## config.mk

```make
export PLATFORM = sky130hd
export DESIGN_NAME = sensor_word_crc_frame_decoder
export DESIGN_NICKNAME = d
export VERILOG_FILES = /design/src/swcfd_pkg.sv /design/src/swcfd_front.sv /design/src/swcfd_queue.sv /design/src/swcfd_back.sv /design/src/sensor_word_crc_frame_decoder.sv
export SDC_FILE = /design/constraint.sdc
export NUM_CORES = 1
export LEC_CHECK = 0
export BUFFER_PORTS_ARGS = -buffer_cell sky130_fd_sc_hd__buf_2
export CAP_MARGIN = 20
export CORE_MARGIN = 2
export CORE_UTILIZATION = 45
export CTS_CLUSTER_DIAMETER = 120
export DETAILED_ROUTE_END_ITERATION = 10
export GPL_TIMING_DRIVEN = 0
export HOLD_SLACK_MARGIN = 0.08
export PLACE_DENSITY = 0.61
export REMOVE_ABC_BUFFERS = 1
export SYNTH_ARGS = -nofsm -noshare
export SYNTH_HDL_FRONTEND = slang
export SYNTH_SLANG_ARGS = --single-unit
```

## constraint.sdc

```tcl
create_clock -name clk -period 7.9 [get_ports clk]
set_input_delay 0.395 -clock clk [delete_from_list [all_inputs] [get_ports clk]]
set_output_delay 0.395 -clock clk [all_outputs]
set_load 0.02 [all_outputs]
```

## src/swcfd_pkg.sv

```systemverilog
// Shared types, constants and the CRC-8 step function of the sensor word frame decoder.
package swcfd_pkg;

  localparam int unsigned BYTE_POS_W = 4;

  localparam logic [BYTE_POS_W-1:0] POS_IDLE     = 4'd0;
  localparam logic [BYTE_POS_W-1:0] POS_CO2_HI   = 4'd0;
  localparam logic [BYTE_POS_W-1:0] POS_CO2_LO   = 4'd1;
  localparam logic [BYTE_POS_W-1:0] POS_CO2_CRC  = 4'd2;
  localparam logic [BYTE_POS_W-1:0] POS_TEMP_HI  = 4'd3;
  localparam logic [BYTE_POS_W-1:0] POS_TEMP_LO  = 4'd4;
  localparam logic [BYTE_POS_W-1:0] POS_TEMP_CRC = 4'd5;
  localparam logic [BYTE_POS_W-1:0] POS_HUM_HI   = 4'd6;
  localparam logic [BYTE_POS_W-1:0] POS_HUM_LO   = 4'd7;
  localparam logic [BYTE_POS_W-1:0] POS_HUM_CRC  = 4'd8;

  localparam logic [7:0] CRC_INIT = 8'hFF;
  localparam logic [7:0] CRC_POLY = 8'h31;

  localparam logic [14:0]        TEMP_SCALE  = 15'd17500;
  localparam logic [13:0]        HUM_SCALE   = 14'd10000;
  localparam logic signed [15:0] TEMP_OFFSET = 16'sd4500;
  localparam logic [16:0]        FULL_SCALE  = 17'd65535;
  localparam logic [13:0]        HUM_MAX     = 14'd10000;

  typedef struct packed {
    logic [15:0] co2;
    logic [15:0] thermal;
    logic [15:0] humid;
    logic        crc_ok;
  } swcfd_frame_t;

  function automatic logic [7:0] crc8_update(input logic [7:0] crc, input logic [7:0] data);
    logic [7:0] c;
    c = crc ^ data;
    for (int i = 0; i < 8; i++) begin
      if (c[7]) begin
        c = {c[6:0], 1'b0} ^ CRC_POLY;
      end else begin
        c = {c[6:0], 1'b0};
      end
    end
    return c;
  endfunction

endpackage

```

## src/swcfd_front.sv

```systemverilog
// Front end: takes response bytes, checks word CRCs and assembles the three raw words.
module swcfd_front
  import swcfd_pkg::*;
(
  input  logic         clk,
  input  logic         rst_n,
  input  logic         in_tvalid,
  output logic         in_tready,
  input  logic [7:0]   in_tdata,  // data_byte
  input  logic         in_tuser,  // frame_start
  input  logic         q_full,
  output logic         push,
  output swcfd_frame_t frame
);

  logic [BYTE_POS_W-1:0] pos_r, pos_nxt, pos_eff;
  logic [7:0]            crc_r, crc_nxt;
  logic [7:0]            high_r, high_nxt;
  logic                  err_r, err_nxt, err_eff;
  logic [15:0]           co2_r, co2_nxt;
  logic [15:0]           thermal_r, thermal_nxt;
  logic [15:0]           humid_r, humid_nxt;
  logic                  fire;

  assign in_tready = !q_full;
  assign fire      = in_tvalid && in_tready;

  always_comb begin
    pos_nxt     = pos_r;
    crc_nxt     = crc_r;
    high_nxt    = high_r;
    err_nxt     = err_r;
    co2_nxt     = co2_r;
    thermal_nxt = thermal_r;
    humid_nxt   = humid_r;
    pos_eff     = in_tuser ? POS_IDLE : pos_r;
    err_eff     = in_tuser ? 1'b0 : err_r;
    push        = 1'b0;
    if (fire && (in_tuser || pos_r != POS_IDLE)) begin
      unique case (pos_eff) inside
        POS_CO2_HI, POS_TEMP_HI, POS_HUM_HI: begin
          high_nxt = in_tdata;
          crc_nxt  = crc8_update(CRC_INIT, in_tdata);
        end
        POS_CO2_LO, POS_TEMP_LO, POS_HUM_LO: begin
          crc_nxt = crc8_update(crc_r, in_tdata);
          unique case (pos_eff)
            POS_CO2_LO:  co2_nxt     = {high_r, in_tdata};
            POS_TEMP_LO: thermal_nxt = {high_r, in_tdata};
            default:     humid_nxt   = {high_r, in_tdata};
          endcase
        end
        default: begin
          if (crc_r != in_tdata) begin
            err_eff = 1'b1;
          end
          crc_nxt = CRC_INIT;
        end
      endcase
      if (pos_eff == POS_HUM_CRC) begin
        pos_nxt = POS_IDLE;
        err_nxt = 1'b0;
        push    = 1'b1;
      end else begin
        pos_nxt = pos_eff + 1'b1;
        err_nxt = err_eff;
      end
    end
  end

  always_comb begin
    frame.co2     = co2_r;
    frame.thermal = thermal_r;
    frame.humid   = humid_r;
    frame.crc_ok  = !err_eff;
  end

  always_ff @(posedge clk) begin
    if (!rst_n) begin
      pos_r <= POS_IDLE;
      crc_r <= CRC_INIT;
      err_r <= 1'b0;
    end else begin
      pos_r <= pos_nxt;
      crc_r <= crc_nxt;
      err_r <= err_nxt;
    end
  end

  always_ff @(posedge clk) begin
    high_r    <= high_nxt;
    co2_r     <= co2_nxt;
    thermal_r <= thermal_nxt;
    humid_r   <= humid_nxt;
  end

endmodule

```

## src/swcfd_queue.sv

```systemverilog
// Small first-in first-out queue of assembled frames between front and back end.
module swcfd_queue
  import swcfd_pkg::*;
#(
  parameter int unsigned DEPTH = 2
) (
  input  logic         clk,
  input  logic         rst_n,
  input  logic         push,
  input  swcfd_frame_t push_data,
  input  logic         pop,
  output logic         head_valid,
  output swcfd_frame_t head,
  output logic         full
);

  localparam int unsigned PTR_W = (DEPTH > 1) ? $clog2(DEPTH) : 1;
  localparam int unsigned CNT_W = $clog2(DEPTH + 1);
  localparam logic [PTR_W-1:0] PTR_LAST = PTR_W'(DEPTH - 1);
  localparam logic [CNT_W-1:0] CNT_FULL = CNT_W'(DEPTH);

  swcfd_frame_t     mem_r [DEPTH];
  logic [PTR_W-1:0] wr_ptr_r, wr_ptr_nxt;
  logic [PTR_W-1:0] rd_ptr_r, rd_ptr_nxt;
  logic [CNT_W-1:0] count_r, count_nxt;
  logic             do_push, do_pop;

  assign full       = (count_r == CNT_FULL);
  assign head_valid = (count_r != '0);
  assign head       = mem_r[rd_ptr_r];
  assign do_push    = push && !full;
  assign do_pop     = pop && head_valid;

  always_comb begin
    wr_ptr_nxt = wr_ptr_r;
    rd_ptr_nxt = rd_ptr_r;
    count_nxt  = count_r;
    if (do_push) begin
      wr_ptr_nxt = (wr_ptr_r == PTR_LAST) ? '0 : wr_ptr_r + 1'b1;
    end
    if (do_pop) begin
      rd_ptr_nxt = (rd_ptr_r == PTR_LAST) ? '0 : rd_ptr_r + 1'b1;
    end
    if (do_push && !do_pop) begin
      count_nxt = count_r + 1'b1;
    end else if (do_pop && !do_push) begin
      count_nxt = count_r - 1'b1;
    end
  end

  always_ff @(posedge clk) begin
    if (!rst_n) begin
      wr_ptr_r <= '0;
      rd_ptr_r <= '0;
      count_r  <= '0;
    end else begin
      wr_ptr_r <= wr_ptr_nxt;
      rd_ptr_r <= rd_ptr_nxt;
      count_r  <= count_nxt;
    end
  end

  always_ff @(posedge clk) begin
    if (do_push) begin
      mem_r[wr_ptr_r] <= push_data;
    end
  end

endmodule

```

## src/swcfd_back.sv

```systemverilog
// Back end: scales the raw words to centi-units in three pipeline stages and holds the result.
module swcfd_back
  import swcfd_pkg::*;
(
  input  logic         clk,
  input  logic         rst_n,
  input  logic         head_valid,
  input  swcfd_frame_t head,
  output logic         pop,
  output logic         out_tvalid,
  input  logic         out_tready,
  output logic [47:0]  out_tdata,
  output logic         out_tuser
);

  logic        adv;
  logic        v_a_r, v_b_r, out_valid_r;

  logic [30:0] tmul_a_r;
  logic [29:0] hmul_a_r;
  logic [15:0] co2_a_r;
  logic        ok_a_r;

  logic [31:0] tsum;
  logic [30:0] hsum;
  logic [30:0] tx_b_r;
  logic [29:0] hx_b_r;
  logic [14:0] tq1_b_r;
  logic [13:0] hq1_b_r;
  logic [15:0] co2_b_r;
  logic        ok_b_r;

  logic [31:0]        trem;
  logic [30:0]        hrem;
  logic [14:0]        tq;
  logic [13:0]        hq;
  logic signed [15:0] temp_wide;
  logic [47:0]        out_data_nxt;
  logic [47:0]        out_data_r;
  logic               out_user_r;

  assign adv        = !out_valid_r || out_tready;
  assign pop        = adv && head_valid;
  assign out_tvalid = out_valid_r;
  assign out_tdata  = out_data_r;
  assign out_tuser  = out_user_r;

  assign tsum = 32'(tmul_a_r) + 32'(tmul_a_r[30:16]);
  assign hsum = 31'(hmul_a_r) + 31'(hmul_a_r[29:16]);

  always_comb begin
    trem      = 32'(tx_b_r) - (32'(tq1_b_r) << 16) + 32'(tq1_b_r);
    hrem      = 31'(hx_b_r) - (31'(hq1_b_r) << 16) + 31'(hq1_b_r);
    tq        = tq1_b_r + 15'(trem[16:0] >= FULL_SCALE);
    hq        = hq1_b_r + 14'(hrem[16:0] >= FULL_SCALE);
    temp_wide = $signed({1'b0, tq}) - TEMP_OFFSET;
    if (ok_b_r) begin
      out_data_nxt = {3'b000, hq, temp_wide[14:0], co2_b_r};
    end else begin
      out_data_nxt = '0;
    end
  end

  always_ff @(posedge clk) begin
    if (!rst_n) begin
      v_a_r       <= 1'b0;
      v_b_r       <= 1'b0;
      out_valid_r <= 1'b0;
    end else if (adv) begin
      v_a_r       <= head_valid;
      v_b_r       <= v_a_r;
      out_valid_r <= v_b_r;
    end
  end

  always_ff @(posedge clk) begin
    if (adv) begin
      tmul_a_r   <= 31'(head.thermal) * 31'(TEMP_SCALE);
      hmul_a_r   <= 30'(head.humid) * 30'(HUM_SCALE);
      co2_a_r    <= head.co2;
      ok_a_r     <= head.crc_ok;
      tx_b_r     <= tmul_a_r;
      hx_b_r     <= hmul_a_r;
      tq1_b_r    <= tsum[30:16];
      hq1_b_r    <= hsum[29:16];
      co2_b_r    <= co2_a_r;
      ok_b_r     <= ok_a_r;
      out_data_r <= out_data_nxt;
      out_user_r <= ok_b_r;
    end
  end

endmodule

```

## src/sensor_word_crc_frame_decoder.sv

```systemverilog
// Top level of the sensor word frame decoder with CRC-8 word checking.
// The block takes one response byte per transfer and accepts a byte in every cycle while its
// frame queue has room. A byte with in_tuser high starts a nine-byte response, and bytes
// outside a response are dropped. Once a response's ninth byte is accepted, the frame passes
// through the frame queue and the back end's stage a, stage b and output registers before
// out_tvalid rises. The result carries the CO2 word, the temperature in hundredths of a
// degree, the humidity in hundredths of a percent and, in out_tuser, the CRC flag; when any
// word CRC failed the flag and all values are zero. Scaling runs in a three-stage pipeline
// with both multiplies in the first stage and a reciprocal division by 65535, which takes
// one frame per cycle while the output is not stalled.
module sensor_word_crc_frame_decoder
  import swcfd_pkg::*;
#(
  parameter int unsigned QUEUE_DEPTH = 2
) (
  input  logic        clk,
  input  logic        rst_n,
  input  logic        in_tvalid,
  output logic        in_tready,
  input  logic [7:0]  in_tdata,   // [7:0] data_byte
  input  logic        in_tuser,   // [0] frame_start
  output logic        out_tvalid,
  input  logic        out_tready,
  output logic [47:0] out_tdata,  // [15:0] co2_ppm, [30:16] temperature_centi_c,
                                  // [44:31] humidity_centi_pct, [47:45] zero
  output logic        out_tuser   // [0] crc_ok
);

  logic         q_push, q_pop, q_full, q_valid;
  swcfd_frame_t q_in, q_head;

  swcfd_front u_front (
    .clk       (clk),
    .rst_n     (rst_n),
    .in_tvalid (in_tvalid),
    .in_tready (in_tready),
    .in_tdata  (in_tdata),
    .in_tuser  (in_tuser),
    .q_full    (q_full),
    .push      (q_push),
    .frame     (q_in)
  );

  swcfd_queue #(
    .DEPTH (QUEUE_DEPTH)
  ) u_queue (
    .clk        (clk),
    .rst_n      (rst_n),
    .push       (q_push),
    .push_data  (q_in),
    .pop        (q_pop),
    .head_valid (q_valid),
    .head       (q_head),
    .full       (q_full)
  );

  swcfd_back u_back (
    .clk        (clk),
    .rst_n      (rst_n),
    .head_valid (q_valid),
    .head       (q_head),
    .pop        (q_pop),
    .out_tvalid (out_tvalid),
    .out_tready (out_tready),
    .out_tdata  (out_tdata),
    .out_tuser  (out_tuser)
  );

  a_no_overflow: assert property (@(posedge clk) disable iff (!rst_n)
    q_push |-> !q_full)
    else $error("Frame pushed into a full queue.");

  a_bad_crc_zero: assert property (@(posedge clk) disable iff (!rst_n)
    (out_tvalid && !out_tuser) |-> (out_tdata == '0))
    else $error("Result with failed CRC carries nonzero values.");

  a_hum_range: assert property (@(posedge clk) disable iff (!rst_n)
    out_tvalid |-> (out_tdata[44:31] <= HUM_MAX))
    else $error("Humidity out of range.");

  a_pop_valid: assert property (@(posedge clk) disable iff (!rst_n)
    q_pop |-> q_valid)
    else $error("Pop from an empty queue.");

endmodule
```

### Word level (Yosys, flattened, before mapping)

Memories as Yosys holds them, arrays and structs flattened. A register that Yosys moved wholly into a read port is not among the register bits.
Cells that the tools add are included.

* memories: 1
* logic and storage cells: 160
* bits in writable memories: 98
* bits in registers: 271
* input port bits: 13
* output and inout bits: 51

Memories
* u_queue.mem_r: words 2, bits a word 49, rd ports 1, clocked after memory_dff 1, write ports 1, RTL line swcfd_queue.sv:22 `swcfd_frame_t mem_r [DEPTH];`

* equal/unequal tests: 8
* order comparisons: 2
* reductions and logical operators: 26
* $mul: 2
* $add $sub $neg: 14
* bitwise gates (word level): 19
* multiplexer cells: 62

Operator list (number)
* $mux W8: 28
* $mux W6: 16
* $not A3 Y3: 16
* $ge A17 B16 Y1 const B: 2
* $sub A17 B17 Y17: 2
* $add A31 B15 Y31: 1
* $add A30 B14 Y30: 1
* $mul A16 B13 Y29 const B: 1
* $mul A16 B10 Y26 const B: 1
* $add A17 B14 Y17: 1
* $add A17 B15 Y17: 1
* $pmux W8 S2: 1
* $add A15 B1 Y15: 1
* $sub A15 B13 Y15 const B: 1
* $add A14 B1 Y14: 1
* $mux W1: 13
* $eq A4 B3 Y1 const B: 3
* $reduce_and A3 Y1: 3
* $mux W4: 2
* $ne A8 B8 Y1: 1
* $not A8 Y8: 1
* $xor A8 B8 Y8: 1
* $logic_and A1 B1 Y1: 7
* $reduce_or A3 Y1: 2
* other kinds (18): 26

### Depth between registers and ports, before layout

Gate-level depths: netlist (run 1).

* word-level depth: 32
* depth in mapped cells: 23
* gate-level depth less buffers: 21

### Cells and area by module

A second synthesis (run 1) with hierarchy kept.

* cells, all modules: 1847
* area total of the unflattened synthesis: 22385.2 µm²

Modules (own cells, without submodules)
* swcfd_back: sequential area each 5825.6 µm², cells an instance 1459, area an instance 15608.7 µm², instances 1
* swcfd_queue: sequential area each 3042.9 µm², cells an instance 177, area an instance 3764.9 µm², instances 1
* swcfd_front: sequential area each 1941.9 µm², cells an instance 211, area an instance 3011.6 µm², instances 1

### Least setup slack after synthesis (run 1)

No wires, ideal clock.

* path kind: flip-flop to flip-flop
* start point: register u_back.out_valid_r (netlist: u_back.out_tvalid)
* end point: register u_queue.count_r[1]
* period minus slack after synthesis: 6.411 ns
* buffers on the path: 0
* cell stages (with the launch flop): 8
* path slack: 1.489 ns
* setup time: 0.076 ns
* data arrival time: 6.336 ns
* required time: 7.824 ns
* cell sequence: dfxtp_1 nor2b_1 inv_1 o21ai_0 ha_1 xor2_1 or3_1 a21boi_0

* longest elaborated chain between the ends: 7
* elaborated cells on any way between the ends: 9
* those cells by class: mux (1); reduce/logical (8)

Ends and longest elaborated chain
* start, declared: RTL line swcfd_back.sv:17 `logic v_a_r, v_b_r, out_valid_r;`
* start signal, assigned: RTL line swcfd_back.sv:72 `out_valid_r <= v_b_r;`
* $logic_not A1 Y1 (*): RTL line swcfd_back.sv:42 `assign adv = !out_valid_r || out_tready;`
* $logic_or A1 B1 Y1 (*): RTL line swcfd_back.sv:42
* $logic_and A1 B1 Y1 (*): RTL line swcfd_back.sv:43 `assign pop = adv && head_valid;`
* $logic_and A1 B1 Y1 (*): RTL line swcfd_queue.sv:32 `assign do_pop = pop && head_valid;`
* $logic_not A1 Y1: RTL line swcfd_queue.sv:44 `if (do_push && !do_pop) begin`
* $logic_and A1 B1 Y1: RTL line swcfd_queue.sv:44
* $mux W2 or $reduce_bool A2 Y1 (tied branches)
* end signal, assigned: RTL line swcfd_queue.sv:59 `count_r <= count_nxt;`
* end, declared: RTL line swcfd_queue.sv:25 `logic [CNT_W-1:0] count_r, count_nxt;`

Mark *: on every way between the ends. The rest lies on a longest branch, timed or not.
A chain may end at the register's enable or synchronous reset.

==> flow_summary.ini, run 1 <==
[run_status]
status = complete, no violations

[hold_path]
min-delay-start = in_tdata[4]
holdPathEnd = u_front.co2_r[4]
hold_path_class = input port to flip-flop
whs_path_depth = 1

[placed_design]
hpwl_mm = 29.9
post_dp_cell_area_mm2 = 0.0232
dp_slack_ns = 1.29
gp_congestion = 0.863
place_inst = 2478
io_buffers = 60

[global_route]
antenna_found_initial = 1
grtUsageTotal = 0.163
grt_start_max_net_pins = 120
first_global_vias = 13100
grt_pass1_wl_mm = 65.9
grt-ovfl-total = 0

[clocking]
cts-resized-gates = 0
clock_sink_count = 367
hold_buffers = 0
clk-insertion-delay-late_ns = 0.56
clock_path_buffers = 3
clockRootBuffer = clkbuf_16
cts_setup_buffers = 0
cts_tree = yes
numCtsBuffers = 40
clk_pin_slew_ns = 0.06
htreeDepth = 2

[yosys]
ys_ff_latch = 367
synth_top_area_cell = edfxtp_1
synthFlopType = edfxtp_1
netlist_top_cells_count = edfxtp_1 (346), inv_1 (316), ha_1 (256), xnor2_1 (106), fa_1 (80)
synth_top_area_share = 0.471
synth_area_leaders = edfxtp_1 (47%), ha_1 (15%), fa_1 (7.3%)
synth_edf_count = 346
synth.avg_cell_area_um2 = 12.2
synth_cell_types = 74
ys.warnings.count = 0
synth_area_mm2 = 0.0221
synthCells = 1811
synthArstFlopShare = 0
ys_seq_area_frac = 0.490
yosysMostFrequentCell = edfxtp_1

[power]
power_density_mw_per_mm2 = 191
power_mw = 4.67
p_leak_nw = 10.6
ir_drop_v = 0.000157

[sta]
fin_hold_ws_ns = 0.181
finalMaxSlewViolations = 0
finClkSkew_ns = 0.0243
final.min_clock_period_ns = 6.48
rsz0062_at_grt = no
max_slew.worst_pin.slew_ns = 0.961
final-hold-violation-count = 0
fin_ws_ns = 1.42
slew-limit-headroom = 0.359
setup_viol = 0
timing.final.crit_share = 0.820
fmax_ghz = 0.154

[cells_and_area]
nFillCells = 4219
syn_to_final_growth_pct = 11.1
finalInstanceArea_mm2 = 0.0245
finalNonFillerCells = 2551
drive_gt1_frac = 0.0964
num-nets-final = 2247
num_antenna_cells = 0

[setup_path]
r2r_slack_ns = 1.42
crit_arrival_ns = 6.78
cp-start-kind = flip-flop
cp_max_fo = 31
crit_required_ns = 8.20
end_kind = flip-flop
critPathKind = flip-flop to flip-flop
timing.rr.end = u_back.tmul_a_r[30]
rr_worst_depth = 21

[drt]
vias = 12900
first_iter_violations = 708
drt_first_pass_iters = 6
wl_per_cell_um = 15.6
viasPerCell = 5.06
antenna_left = 0
drc = 0
routed_wl_mm = 39.7

[die]
core_mm2 = 0.0486
num_rows = 81
fp.dieH_um = 225
die_x_um = 225
die_area_mm2 = 0.0508
ios = 64
start_util = 0.453

[flow_run]
maxCapViolations = 0
[metal layers]
layer,GRT usage,part of all wire
met2,0.268,0.46
met5,0,0
met4,0.0472,0.019
met3,0.0224,0.034
met1,0.226,0.48
[cell usage in the layout, fill, tap and decap left out, types with 11 or more instances in the layout]
cell type / n
edfxtp_1: 346
inv_1: 315
ha_1: 256
xnor2_1: 106
fa_1: 80
nand2_1: 73
a21oi_1: 70
nor2_1: 61
buf_2: 60
and2_1: 50
o21ai_0: 49
clkbuf_16: 40
mux2_2: 32
xor2_1: 30
a21o_1: 25
nand3_1: 23
nand4_1: 21
dfxtp_1: 20
mux2i_1: 19
o21a_1: 17
nor3_1: 13
o211ai_1: 13
nor2b_1: 12
nand2b_1: 11
[layout make-up]
type | instances | area [um^2] | area share
Clock buffer | 44 | 1020 | 0.0415
Clock inverter | 29 | 272 | 0.0111
Inverter | 316 | 1190 | 0.0487
Multi-Input combinational cell | 1102 | 9960 | 0.406
Sequential cell | 367 | 10800 | 0.441
Tap cell | 622 | 778 | 0.0318
Timing Repair Buffer | 71 | 479 | 0.0196
[worst max path at each step]
stage	startpoint	end	slack [ns]	cells after the start
floorplan	flip-flop	u_back.tmul_a_r[30]	1.49	20
global placement	out_tready	u_queue.count_r[1]	-0.53	8
CTS	flip-flop	u_back.tmul_a_r[30]	1.29	21
global route	flip-flop	u_back.tmul_a_r[30]	0.90	21
detailed placement	flip-flop	u_back.tmul_a_r[30]	1.29	21
finish	flip-flop	u_back.tmul_a_r[30]	1.42	21
[metrics by stage]
stage,setup TNS (ns),utilization
2_1_floorplan,0,-
5_1_grt,0,0.504
6_report,0,0.504
3_3_place_gp,-0.855,0.473
3_5_place_dp,0,0.477
4_1_cts,0,0.504
[where the power goes]
group          switching [mW]  leakage (nW)  internal, mW
Sequential             0.0528          3.66          2.25
Clock                   0.765         0.612          1.04
Combinational           0.351          6.31         0.212
[cells by family (layout without fill, tap and decap cells)]
kind of cell	Yosys count	after routing	synth area share
simple gates	310	310	0.0722
fa+ha+maj	336	336	0.218
flops	367	367	0.490
buf+inv	344	460	0.0598
compound gates	263	263	0.0785
xor+xnor	138	138	0.0558
mux	52	52	0.0256
other cells	1	3	0.000170
[flip-flops by register name, summed over array words and instances, names as in the netlist, 14 cells and up, named ones only]
signal and count:
u_back.tx_b_r 15, u_back.co2_b_r 16, u_queue.mem_r 98, u_front.thermal_r 16, u_back.tmul_a_r 29, u_front.humid_r 16, u_back.co2_a_r 16, u_back.tq1_b_r 15
u_back.hmul_a_r 26, u_front.co2_r 16, u_back.out_tdata 45, u_back.hq1_b_r 14
[critical path, stage by stage, from the launching register on]
cell	delay, ns
dfxtp_2	0.70
buf_12	0.30
mux2i_1	0.55
inv_1	0.22
ha_1	0.33
inv_1	0.05
fa_1	0.50
inv_1	0.05
ha_1	0.30
fa_1	0.48
inv_1	0.05
fa_1	0.53
inv_1	0.04
ha_1	0.36
a2111oi_0	0.64
o211ai_1	0.18
a21oi_1	0.19
nor2_1	0.12
a31oi_1	0.25
o31ai_1	0.14
nor4_1	0.18
a21oi_1	0.07
No activity file was read; power rests on OpenSTA's default activity.
==> run 2, diff against run 1 <==
--- a/config.mk
+++ b/config.mk
@@ -13,7 +13,7 @@
 export DETAILED_ROUTE_END_ITERATION = 10
 export GPL_TIMING_DRIVEN = 0
 export HOLD_SLACK_MARGIN = 0.08
-export PLACE_DENSITY = 0.61
+export PLACE_DENSITY = 0.63
 export REMOVE_ABC_BUFFERS = 1
 export SYNTH_ARGS = -nofsm -noshare
 export SYNTH_HDL_FRONTEND = slang
==> constraint.sdc (replaced) <==
create_clock -name clk -period 5.9 [get_ports clk]
set_input_delay 0.295 -clock clk [delete_from_list [all_inputs] [get_ports clk]]
set_output_delay 0.295 -clock clk [all_outputs]
set_load 0.02 [all_outputs]
==> flow_summary.ini, run 2 (synthesis gave the netlist of run 1 again) <==
[setup_path]
slowest_stage = fa_1
r2r_slack_ns = 0.31
cp_top_family = adder cells
crit_chain = buf_16 -> mux2i_1 -> inv_1 -> fa_1 -> ha_1 -> fa_1 -> ha_1 -> inv_1 -> fa_1 -> inv_1 -> ha_1 -> and2_1 -> a22o_1 -> a31o_2 -> a211oi_1 -> o41ai_1 -> a21oi_1 -> xnor2_1
critPathBufInv = 4
rr_worst_depth = 18
critPathKind = flip-flop to flip-flop
max_stage_delay_ns = 0.53
timing.rr.end = u_back.hmul_a_r[28]
cp_max_fo = 15
crit_arrival_ns = 5.87
cp-start-kind = flip-flop
crit_required_ns = 6.18
end_kind = flip-flop

[clocking]
clockRootBuffer = clkbuf_16
htreeDepth = 2
cts_tree = yes
clk-insertion-delay-late_ns = 0.54
clock_path_buffers = 3
clk_pin_slew_ns = 0.06
clock_sink_count = 367
numCtsBuffers = 40

[hold_path]
hold_path_class = input port to flip-flop
min-delay-start = out_tready
holdPathEnd = u_back.v_b_r
whs_path_depth = 4

[drt]
drc = 0
drt_first_pass_iters = 4
routed_wl_mm = 39.7
antenna_left = 0
first_iter_violations = 677
vias = 12900
wl_per_cell_um = 15.5
viasPerCell = 5.05

[global_route]
grtUsageTotal = 0.161
antenna_found_initial = 0
grt_start_max_net_pins = 139
grt-ovfl-total = 0
first_global_vias = 13200
grt_pass1_wl_mm = 65.5

[sta]
fmax_ghz = 0.179
timing.final.crit_share = 0.947
final-hold-violation-count = 0
final.min_clock_period_ns = 5.59
slew-limit-headroom = 0.404
finalMaxSlewViolations = 0
fin_hold_ws_ns = 0.129
rsz0062_at_grt = no
finClkSkew_ns = 0.0105
setup_viol = 0
setup-tns-final_ns = 0
fin_ws_ns = 0.311
max_slew.worst_pin.slew_ns = 0.894

[power]
p_leak_nw = 10.7
power_mw = 6.23
power_density_mw_per_mm2 = 253
ir_drop_v = 0.000199

[placed_design]
dp_slack_ns = -0.660
hpwl_mm = 29.8
io_buffers = 60
place_inst = 2477
gp_congestion = 0.848

[die]
die_area_mm2 = 0.0508
die_x_um = 225
ios = 64
fp.dieH_um = 225
core_mm2 = 0.0486
start_util = 0.453
num_rows = 81

[cells_and_area]
final_cell_mix = edfxtp_1 (346), inv_1 (315), ha_1 (256)
num_antenna_cells = 0
drive_gt1_frac = 0.103
largest_register = u_queue.mem_r
finalNonFillerCells = 2557
reg.largest.list = u_queue.mem_r x98, u_back.out_tdata x45, u_back.tmul_a_r x29
largest_reg_flops = 98
mostFrequentLayoutCell = edfxtp_1
num-nets-final = 2255
syn_to_final_growth_pct = 11.7

[run_status]
status = complete, no violations

[flow_run]
maxCapViolations = 0
==> run 2: cell count changes in the layout (fill, tap and decap cells not counted), moves of 2 or more <==
cell / before / now
mux2i_1: 19 / 11
buf_4: 3 / 10
mux2i_2: 0 / 7
clkbuf_1: 4 / 10
clkinv_1: 10 / 6
clkbuf_16: 40 / 43
clkbuf_8: 0 / 3
clkinv_4: 0 / 3
clkinv_8: 3 / 0
clkinvlp_4: 5 / 2
clkinv_2: 4 / 2
inv_6: 3 / 1
==> run 2: final cells by class <==
class,instances,area (um^2)
Inverter,316,1190
Multi-Input combinational cell,1102,10000
Clock buffer,55,1130
Fill cell,4218,24000
Timing Repair Buffer,79,559
Sequential cell,367,10800
Clock inverter,16,143
Tap cell,622,778
==> run 2: power by group <==
part           internal, mW  leakage, nW  switching, mW
clock network          1.43        0.614          0.966
logic                 0.284         6.38          0.470
registers              3.01         3.66         0.0696
==> run 2: worst register-to-register path: cells and delay by family (launching register included) <==
kind	cells	cell delay [ns]
XOR/XNOR	1	0.09
multiplexers	1	0.43
AND/OR/NAND/NOR	1	0.20
adder cells (fa/ha/maj)	6	2.39
buffers and inverters	4	0.54
flip-flops	1	0.47
AO/OA/AOI/OAI	5	1.21
==> run 2: metal layers <==
layer  global-route usage  vias up  part of all wire
met3               0.0278       66             0.039
li1                     -     6499                 -
met2                0.266      226              0.47
met1                0.219     6119              0.47
met4               0.0444        0             0.021
met5                    0        -                 0
==> run 2: repair_timing <==
action,CTS,global route
setup endpoints to repair,17,13
buffers inserted,0,7
endpoints found under the hold margin,4,0
hold buffers,1,0
cloned,0,1
gates resized for setup,6,9
==> run 2: metrics by stage <==
| stage | cell area [um^2] | util |
|---|---|---|
| final | 24600 | 0.507 |
| after global routing | 24600 | 0.507 |
| after CTS | 24500 | 0.504 |
| after detailed placement | 23200 | 0.477 |
| after global placement | 23000 | 0.473 |
| after floorplan | 21900 | - |
==> run 2: worst max-delay path by stage <==
stage,start,endpoint,slack [ns],cells past startpoint
2_1_floorplan,flip-flop,u_back.tmul_a_r[30],-0.51,20
3_3_place_gp,u_back.out_tvalid,u_queue.count_r[1],-2.37,7
3_5_place_dp,flip-flop,u_back.tmul_a_r[30],-0.66,21
4_1_cts,flip-flop,u_back.hmul_a_r[28],-0.006,21
5_1_grt,flip-flop,u_back.tmul_a_r[28],0.02,20
6_report,flip-flop,u_back.hmul_a_r[28],0.31,18
==> run 3, diff against run 2 <==
--- a/config.mk
+++ b/config.mk
@@ -5,6 +5,7 @@
 export SDC_FILE = /design/constraint.sdc
 export NUM_CORES = 1
 export LEC_CHECK = 0
+export ABC_AREA = 1
 export BUFFER_PORTS_ARGS = -buffer_cell sky130_fd_sc_hd__buf_2
 export CAP_MARGIN = 20
 export CORE_MARGIN = 2
@@ -13,7 +14,7 @@
 export DETAILED_ROUTE_END_ITERATION = 10
 export GPL_TIMING_DRIVEN = 0
 export HOLD_SLACK_MARGIN = 0.08
-export PLACE_DENSITY = 0.63
+export PLACE_DENSITY = 0.64
 export REMOVE_ABC_BUFFERS = 1
 export SYNTH_ARGS = -nofsm -noshare
 export SYNTH_HDL_FRONTEND = slang
==> flow_summary.ini, run 3 <==
[run_status]
status = complete, no violations

[yosys]
synth_top_area_share = 0.439
synth_edf_count = 346
ys.warnings.count = 0
yosysMostFrequentCell = inv_1
ys_ff_latch = 367
synth_top_area_cell = edfxtp_1
synth_cell_types = 50
netlist_top_cells_count = inv_1 (515), nand2_1 (493), edfxtp_1 (346), ha_1 (256), nor2_1 (159)
synth.avg_cell_area_um2 = 9.61
synthArstFlopShare = 0
ys_seq_area_frac = 0.456
synthFlopType = edfxtp_1
synth_area_leaders = edfxtp_1 (44%), ha_1 (14%), inv_1 (8.2%)
synthCells = 2464
synth_area_mm2 = 0.0237

[drt]
drc = 0
wl_per_cell_um = 14.3
viasPerCell = 4.94
drt_first_pass_iters = 7
antenna_left = 0
vias = 16200
routed_wl_mm = 47.1
first_iter_violations = 789

[die]
die_area_mm2 = 0.0545
start_util = 0.453
num_rows = 84
fp.dieH_um = 233
core_mm2 = 0.0523
die_x_um = 233
ios = 64

[cells_and_area]
num_antenna_cells = 0
finish.utilization = 0.504
drive_gt1_frac = 0.0770
largest_register = u_queue.mem_r
num-nets-final = 2913
reg.largest.list = u_queue.mem_r x98, u_back.out_tdata x45, u_back.tmul_a_r x29
syn_to_final_growth_pct = 11.4
final_cell_mix = inv_1 (514), nand2_1 (493), edfxtp_1 (346)
mostFrequentLayoutCell = inv_1
largest_reg_flops = 98

[placed_design]
io_buffers = 60
gp_congestion = 0.905
dp_slack_ns = 0.0285
hpwl_mm = 36.7

[sta]
final.min_clock_period_ns = 5.65
timing.final.crit_share = 0.957
slew-limit-headroom = 0.366
final-hold-violation-count = 0
setup_viol = 0
finClkSkew_ns = 0.0324
finalMaxSlewViolations = 0
rsz0062_at_grt = no
fmax_ghz = 0.177
fin_hold_ws_ns = 0.110
max_slew.worst_pin.slew_ns = 0.949
fin_ws_ns = 0.254

[clocking]
numCtsBuffers = 42
clock_sink_count = 367
cts_tree = yes
htreeDepth = 2
clock_path_buffers = 3
clk_pin_slew_ns = 0.06
clockRootBuffer = clkbuf_16
clk-insertion-delay-late_ns = 0.58
cts_setup_buffers = 0

[setup_path]
cp-start-kind = flip-flop
critPathKind = flip-flop to flip-flop
cp_max_fo = 37
crit_path_frequent_cell = inv_1
cp_top_family = adder cells
slowest_stage = o21ai_0
crit_required_ns = 6.22
crit_chain = buf_12 -> o21ai_0 -> inv_1 -> fa_1 -> ha_1 -> inv_1 -> fa_1 -> inv_1 -> ha_1 -> inv_1 -> fa_1 -> inv_1 -> ha_1 -> a21oi_1 -> o21ai_0 -> a211oi_1 -> nand3_1 -> xor2_1
end_kind = flip-flop
critPathBufInv = 6
max_stage_delay_ns = 0.67
crit_arrival_ns = 5.97

[global_route]
grt_start_max_net_pins = 135
grt_pass1_wl_mm = 78.7
grtUsageTotal = 0.179
first_global_vias = 16200
antenna_found_initial = 1
grt-ovfl-total = 0

[hold_path]
hold_path_class = input port to flip-flop

[flow_run]
maxCapViolations = 0
run 3: cell count changes after synthesis, sizes merged, moves of 36 or more:
cell / previous run / this run
nand2: 73 / 503
inv: 316 / 520
nand3: 23 / 123
nor2: 64 / 161
xnor2: 107 / 26
a21oi: 71 / 126
and2: 50 / 1
o21ai: 51 / 87
run 3: cells by family (layout without fill, tap and decap cells):
family | count (synthesis) | count (layout) | synth area share
compound gates | 252 | 252 | 0.0586
xor+xnor | 76 | 76 | 0.0284
fa+ha+maj | 336 | 336 | 0.203
other cells | 1 | 3 | 0.000158
buf+inv | 542 | 674 | 0.0866
flops | 367 | 367 | 0.456
simple gates | 859 | 859 | 0.152
mux | 31 | 31 | 0.0147
run 3: repair_timing:
item                                    CTS  global route
resized for setup                         0             1
hold buffers                              6             0
endpoints found under the setup margin    0             9
hold endpoints to repair                 21             0
run 3: worst paths after layout:
check                    startpoint             endpoint  slack, ns  cells after the start
setup reg to reg          flip-flop  u_back.hmul_a_r[26]       0.25                     18
hold reg to reg   u_back.co2_a_r[8]    u_back.co2_b_r[8]       0.42                      0
hold / removal          in_tdata[3]   u_front.humid_r[3]       0.11                      1
setup / recovery          flip-flop  u_back.hmul_a_r[26]       0.25                     18
run 3: cell type report:
| class | instances | area (um^2) |
|---|---|---|
| Clock buffer | 54 | 1130 |
| Clock inverter | 24 | 251 |
| Fill cell | 4780 | 26000 |
| Inverter | 521 | 1960 |
| Multi-Input combinational cell | 1557 | 10900 |
| Sequential cell | 367 | 10800 |
| Tap cell | 688 | 861 |
| Timing Repair Buffer | 75 | 509 |
run 3: layer usage:
metal,up-vias,routed length (um),global-route usage
met5,-,0,0
met4,0,884,0.0510
met3,66,1670,0.0237
met2,280,22400,0.304
met1,7612,22100,0.241
li1,8259,-,-
run 3: stage by stage:
stage          setup TNS (ns)  instance area [um^2]  cells
2_1_floorplan               0                 23600   2445
3_3_place_gp          -115.50                 24800   3193
3_5_place_dp                0                 24900   3201
4_1_cts                     0                 26400   3285
5_1_grt                     0                 26400   3286
6_report                    0                 26400   3286
Power of run 3 is left out: the tool's default activity adds up to more than one toggle a clock period on the data nets, which glitch-free logic cannot reach.
